$ cat src/rtl/dpt_div.sv
// Pipelined unsigned restoring divider, one quotient bit per stage.
`default_nettype none
module dpt_div #(
    parameter int NW = 42,
    parameter int DW = 22,
    parameter int SW = 1
) (
    input  wire logic           i_clk,
    input  wire logic           i_rst_n,
    input  wire logic           i_valid,
    input  wire logic [NW-1:0]  i_num,
    input  wire logic [DW-1:0]  i_den,
    input  wire logic [SW-1:0]  i_side,
    output logic                o_valid,
    output logic [NW-1:0]       o_quot,
    output logic [SW-1:0]       o_side
);
    logic           r_v    [NW];
    logic [DW-1:0]  r_rem  [NW];
    logic [NW-1:0]  r_w    [NW];
    logic [DW-1:0]  r_den  [NW];
    logic [SW-1:0]  r_side [NW];

    for (genvar k = 0; k < NW; k++) begin : g_stage
        logic          p_v;
        logic [DW-1:0] p_rem;
        logic [DW-1:0] p_den;
        logic [NW-1:0] p_w;
        logic [SW-1:0] p_side;
        logic [DW:0]   trial;
        logic          ge;

        if (k == 0) begin : g_first
            assign p_v    = i_valid;
            assign p_rem  = '0;
            assign p_den  = i_den;
            assign p_w    = i_num;
            assign p_side = i_side;
        end else begin : g_next
            assign p_v    = r_v[k-1];
            assign p_rem  = r_rem[k-1];
            assign p_den  = r_den[k-1];
            assign p_w    = r_w[k-1];
            assign p_side = r_side[k-1];
        end

        // The numerator bits leave at the top while quotient bits enter at the bottom.
        assign trial = {p_rem, p_w[NW-1]};
        assign ge    = trial >= {1'b0, p_den};

        always_ff @(posedge i_clk) begin
            if (!i_rst_n) begin
                r_v[k] <= 1'b0;
            end else begin
                r_v[k] <= p_v;
            end
            r_rem[k]  <= ge ? DW'(trial - {1'b0, p_den}) : trial[DW-1:0];
            r_w[k]    <= {p_w[NW-2:0], ge};
            r_den[k]  <= p_den;
            r_side[k] <= p_side;
        end
    end

    assign o_valid = r_v[NW-1];
    assign o_quot  = r_w[NW-1];
    assign o_side  = r_side[NW-1];
endmodule
`default_nettype wire

$ cat config.mk
export PLATFORM = sky130hd
export DESIGN_NAME = dpt_div
export DESIGN_NICKNAME = d
export VERILOG_FILES = /design/src/rtl/dpt_div.sv
export SDC_FILE = /design/constraint.sdc
export NUM_CORES = 2
export LEC_CHECK = 0
export BUFFER_PORTS_ARGS = -buffer_cell sky130_fd_sc_hd__buf_4
export CORE_UTILIZATION = 63
export CTS_BUF_LIST = sky130_fd_sc_hd__clkbuf_4 sky130_fd_sc_hd__clkbuf_8
export CTS_CLUSTER_DIAMETER = 30
export CTS_CLUSTER_SIZE = 16
export DETAILED_ROUTE_END_ITERATION = 7
export MAX_ROUTING_LAYER = met4
export PLACE_DENSITY_LB_ADDON = 0.2
export SYNTH_ARGS = -nofsm -noshare
export SYNTH_HDL_FRONTEND = slang
export SYNTH_SLANG_ARGS = --single-unit
$ cat constraint.sdc
create_clock -name i_clk -period 4.1 [get_ports i_clk]
set_input_delay 0.205 -clock i_clk [delete_from_list [all_inputs] [get_ports i_clk]]
set_output_delay 0.205 -clock i_clk [all_outputs]
set_load 0.005 [all_outputs]
==> summary by stage <==
Place
After legalization and detailed placement, the total HPWL measured 189 mm. The count of buffers added on input and output ports is 111. The setup slack after placement is 0.449 ns. The final RePlAce weighted congestion is 0.927. The count of placed standard cells including taps is 14.2k. The placed instance area is 0.133 sq mm.

Global routing
Global routing used ~26% of the available tracks across all layers. The first global-routing pass estimated 421 mm of wire. The pin count of the biggest net entering global routing is 42. Global routing finished with a remaining overflow of 0. The via count of the first global-routing pass came to roughly 83k. The number of antenna violations at the first check in global routing is 7.

Routing
Once detail routing completed, the nets flagged for antenna violations numbered 0. The detailed-router iteration count before antenna repair is 5. The routed wire length is 263 mm. Dividing the detail-routed via count by the number of cells gives 5.38. The violation count after the first detailed-route iteration is 4868.

Across all layers, the routed design uses between 80k and 90k vias. For this run, design rule violations remaining after detail routing come to 0. Dividing the detail-routed wire length by the instance count gives 17.1 um.

Timing
Measured against its own limit, the worst slew margin works out to 31.6%. In the final timing run, aggregate negative setup slack is 0 ns. At the pin with the least slew margin, the transition time is 1.02 ns. The worst hold slack is 0.101 ns. For this run, the top clock speed supported by timing is 0.258 GHz. The total count of max-transition violations in the final report came to 0.

Counting I/O delays and the setup requirement, the final critical path takes 3.87 ns. The clock tree skew after final layout is 0.0708 ns. The number of hold violations in the final report was 0.

Setup violations remaining at the end of the flow were counted as 0. After layout, the worst setup slack is 0.226 ns. The post-route clock period utilization is 94.5%. Setup repair after global routing left no endpoint under its margin.

Floorplanning
The total area inside the core boundary comes to about 0.20 sq mm. Row generation in the floorplan step produced 165 rows. The initial utilization of the core area, before any placement, comes to 63.7%. The floorplan step set the die width to 455 um. From bottom edge to top edge, the die measures 455 um. The floorplan die area is 0.207 sq mm. In this run the count of I/O pins placed on the die edge is between 100 and 150.

Worst setup path
The worst setup path is captured at a flip-flop. The number of cells on the worst reg-to-reg path is 12. The reg-to-reg startpoint is r_den[0][89]. The delay of the slowest cell on the worst path is 0.66 ns. The signal on the critical path passes through inv_1 > ha_1 > nor2b_1 > o21ai_0 > a21boi_1 > o311ai_1 > a2111oi_1 > nor2_1 > o41ai_1 > a21o_1 > buf_4 > mux2_2. The number of cells on the critical path is 12. The data required time at the worst endpoint is 5.00 ns. The register-to-register path setup slack is ~0.23 ns. The data arrival at the endpoint of the critical path is between 4 and 5 ns. The critical path class is flip-flop to flip-flop. The slowest stage cell on the critical path is a2111oi_1.

The endpoint identified for the worst register-to-register timing path is r_rem[0][121]. The top fanout value on the critical path is 23. STA classifies the critical path startpoint as a flip-flop. The gate family responsible for the most delay along the worst path is compound AO/OA/AOI/OAI gates. The number of buffer and inverter instances along the worst setup path is 2.

Synth
The mux share of post-synthesis cell area is 6.72%. The flip-flop and latch count after synthesis is 3652. The area share of xor/xnor cells in the synthesized design is approximately 5%.

The number of enable-type register cells in the synthesized netlist is 0. The count of mapped cells out of synthesis is 11.5k. The arithmetic-cell share of the synthesized area counting full adders, half adders and majority gates is 9.37%. The main combinational cell family by area after synthesis is compound AO/OA/AOI/OAI gates. Of all flip-flops after synthesis, the portion carrying an async set or reset was 0%.

The mapped netlist covers 0.129 sq mm. The area fraction in and, or, nand and nor cells after synthesis is 6.77%. The fraction of the mapped netlist area in compound gates is 11.7%. Yosys printed 0 warnings.

The synthesized net count is 12.5k. A synthesized cell averages 11.2 sq um. The distinct cell type count of the synthesized netlist is 91. The share of synthesized area occupied by flip-flops and latches is 56.6%. Among all flip-flop cells after synthesis, the most frequent one is dfxtp_1.

Power and ir drop
The clock group share of total power is 29.5%. Combinational logic burns 31.0% of the power. Net switching is 32.1% of the power. The leakage power of the design is a little under 70 nW. The sequential share of power is 39.5%. The internal power is between 0.07 and 0.08 W.

Summed over all nets, the switching power comes to 0.0365 W. The worst-case IR drop observed on VDD is 0.536 mV. For this design the ratio of total power to cell area is approximately 770 mW/mm^2.

Min path
The worst hold path terminates at r_rem[0][0]. The launch point of the worst hold path is i_num[41]. The instance count along the most critical hold path is 4. The path class of the tightest hold or removal check is input port to flip-flop.

Layout
The area taken by multi-input logic gates is 0.0511 sq mm. The non-filler instance count after layout is roughly 15k. The finished cells cover roughly 0.15 sq mm.

In the final layout, flip-flops and latches occupy roughly 0.073 sq mm. The final layout contains 13.3k nets. The count of filler cells inserted in the layout is about 14k. The area growth from synthesis to final layout is 14.3%. The fraction of layout instances using a drive strength above 1 is 15.7%.

Clock network
The number of CTS-inserted buffers is 563. The number of hold buffers added after CTS is ~140. The longest clock path from root to sink contains 4 buffers. The clock drives between 3k and 4k sinks. In this run, post-CTS repair resized a total of 0 instances. CTS placed an instance of clkbuf_8 at the clock tree root.

The H-tree depth reported by CTS is 6. TritonCTS built the clock tree. The setup fix buffers added after clock tree synthesis is 0. After clock tree synthesis, the clock-pin slew on the worst setup and hold paths is 0.06 ns.

At the later pin of the worst-skew pair, clock insertion delay measures 1.07 ns.

Status
The flow ran to the end, and the final reports show no timing, DRC or antenna violations.

Flow run
The number of max-capacitance violations reported is 0.
## registers in the layout, indices dropped and copies added, names as in the netlist
signal	count
r_w	1764
r_side	42
r_rem	902
r_den	902
r_v	42
## power groups by stage
stage	logic [W]	registers (W)	clock network (W)
floorplan	0.0279	0.0440	0
global placement	0.0337	0.0457	0
detailed placement	0.0346	0.0457	0
CTS	0.0351	0.0450	0.0344
global route	0.0391	0.0455	0.0360
finish	0.0353	0.0450	0.0335
## tightest hold or removal path: stages
cell,delay [ns]
dlygate4sd3_1,0.54
buf_4,0.14
inv_1,0.07
mux2i_1,0.10
## final cells by class
type | instances | share of cell area, %
antenna | 8 | 0.0135
clock buffer | 679 | 6.15
clock inverter | 328 | 2.59
inverter | 1180 | 3.00
multi-input combinational | 6533 | 34.6
sequential | 3652 | 49.5
tap | 2672 | 2.26
timing repair buffer | 310 | 1.90
## worst max-delay path by stage
stage | end | from
after floorplan | r_rem[0][25] | r_den[0][1]
after global placement | r_rem[0][128] | r_den[0][89]
after detailed placement | r_rem[0][111] | r_den[0][89]
after CTS | r_rem[0][207] | r_den[0][178]
after global routing | r_rem[0][207] | r_den[0][178]
final | r_rem[0][121] | r_den[0][89]
## synth_stat cells (98+ instances only)
library cell / number / share of area (%)
a21o_1: 405 / 2.4
a21oi_1: 738 / 2.9
dfxtp_1: 3652 / 57
ha_1: 904 / 8.8
inv_1: 1180 / 3.4
mux2_2: 674 / 5.9
nand2_1: 419 / 1.2
nand3_1: 135 / 0.52
nand4_1: 145 / 0.70
nor2_1: 477 / 1.4
nor2b_1: 98 / 0.47
nor3_1: 113 / 0.44
o21a_1: 100 / 0.58
o21ai_0: 350 / 1.4
o21bai_1: 129 / 0.75
xnor2_1: 455 / 3.1
xor2_1: 265 / 1.8
## per-layer routing
| layer | track usage, % | routed length (um) |
|---|---|---|
| met2 | 42.4 | 125000 |
| met4 | 8.74 | 7200 |
| met5 | - | 0 |
| met3 | 3.93 | 11900 |
| met1 | 32.4 | 118000 |
## stage by stage
step	utilization [%]	total power, W
finish	72.8	0.114
global route	72.8	0.121
CTS	72.8	0.115
detailed placement	65.8	0.0803
global placement	65.8	0.0794
floorplan	-	0.0720
## cells by family (layout without fill, tap and decap cells)
family                     count (synthesis)  in the layout
adders and majority gates                944            944
AOI/OAI and AO/OA                       2323           2323
muxes                                    765            765
and+or+nand+nor                         1781           1781
xor gates and xnor gates                 720            720
other                                      0              8
buffers and inverters                   1339           2497
DFF                                     3652           3652
## layout by cell type, fill, tap and decap left out, drive strengths merged, types with 174 or more instances in the layout
cell,count
xor2,265
buf,174
xnor2,455
a21o,405
clkbuf,679
dfxtp,3652
a21oi,738
o21ai,360
ha,904
nand2,419
nor2,477
mux2,712
inv,1282
Power figures use the tool's default switching activity.
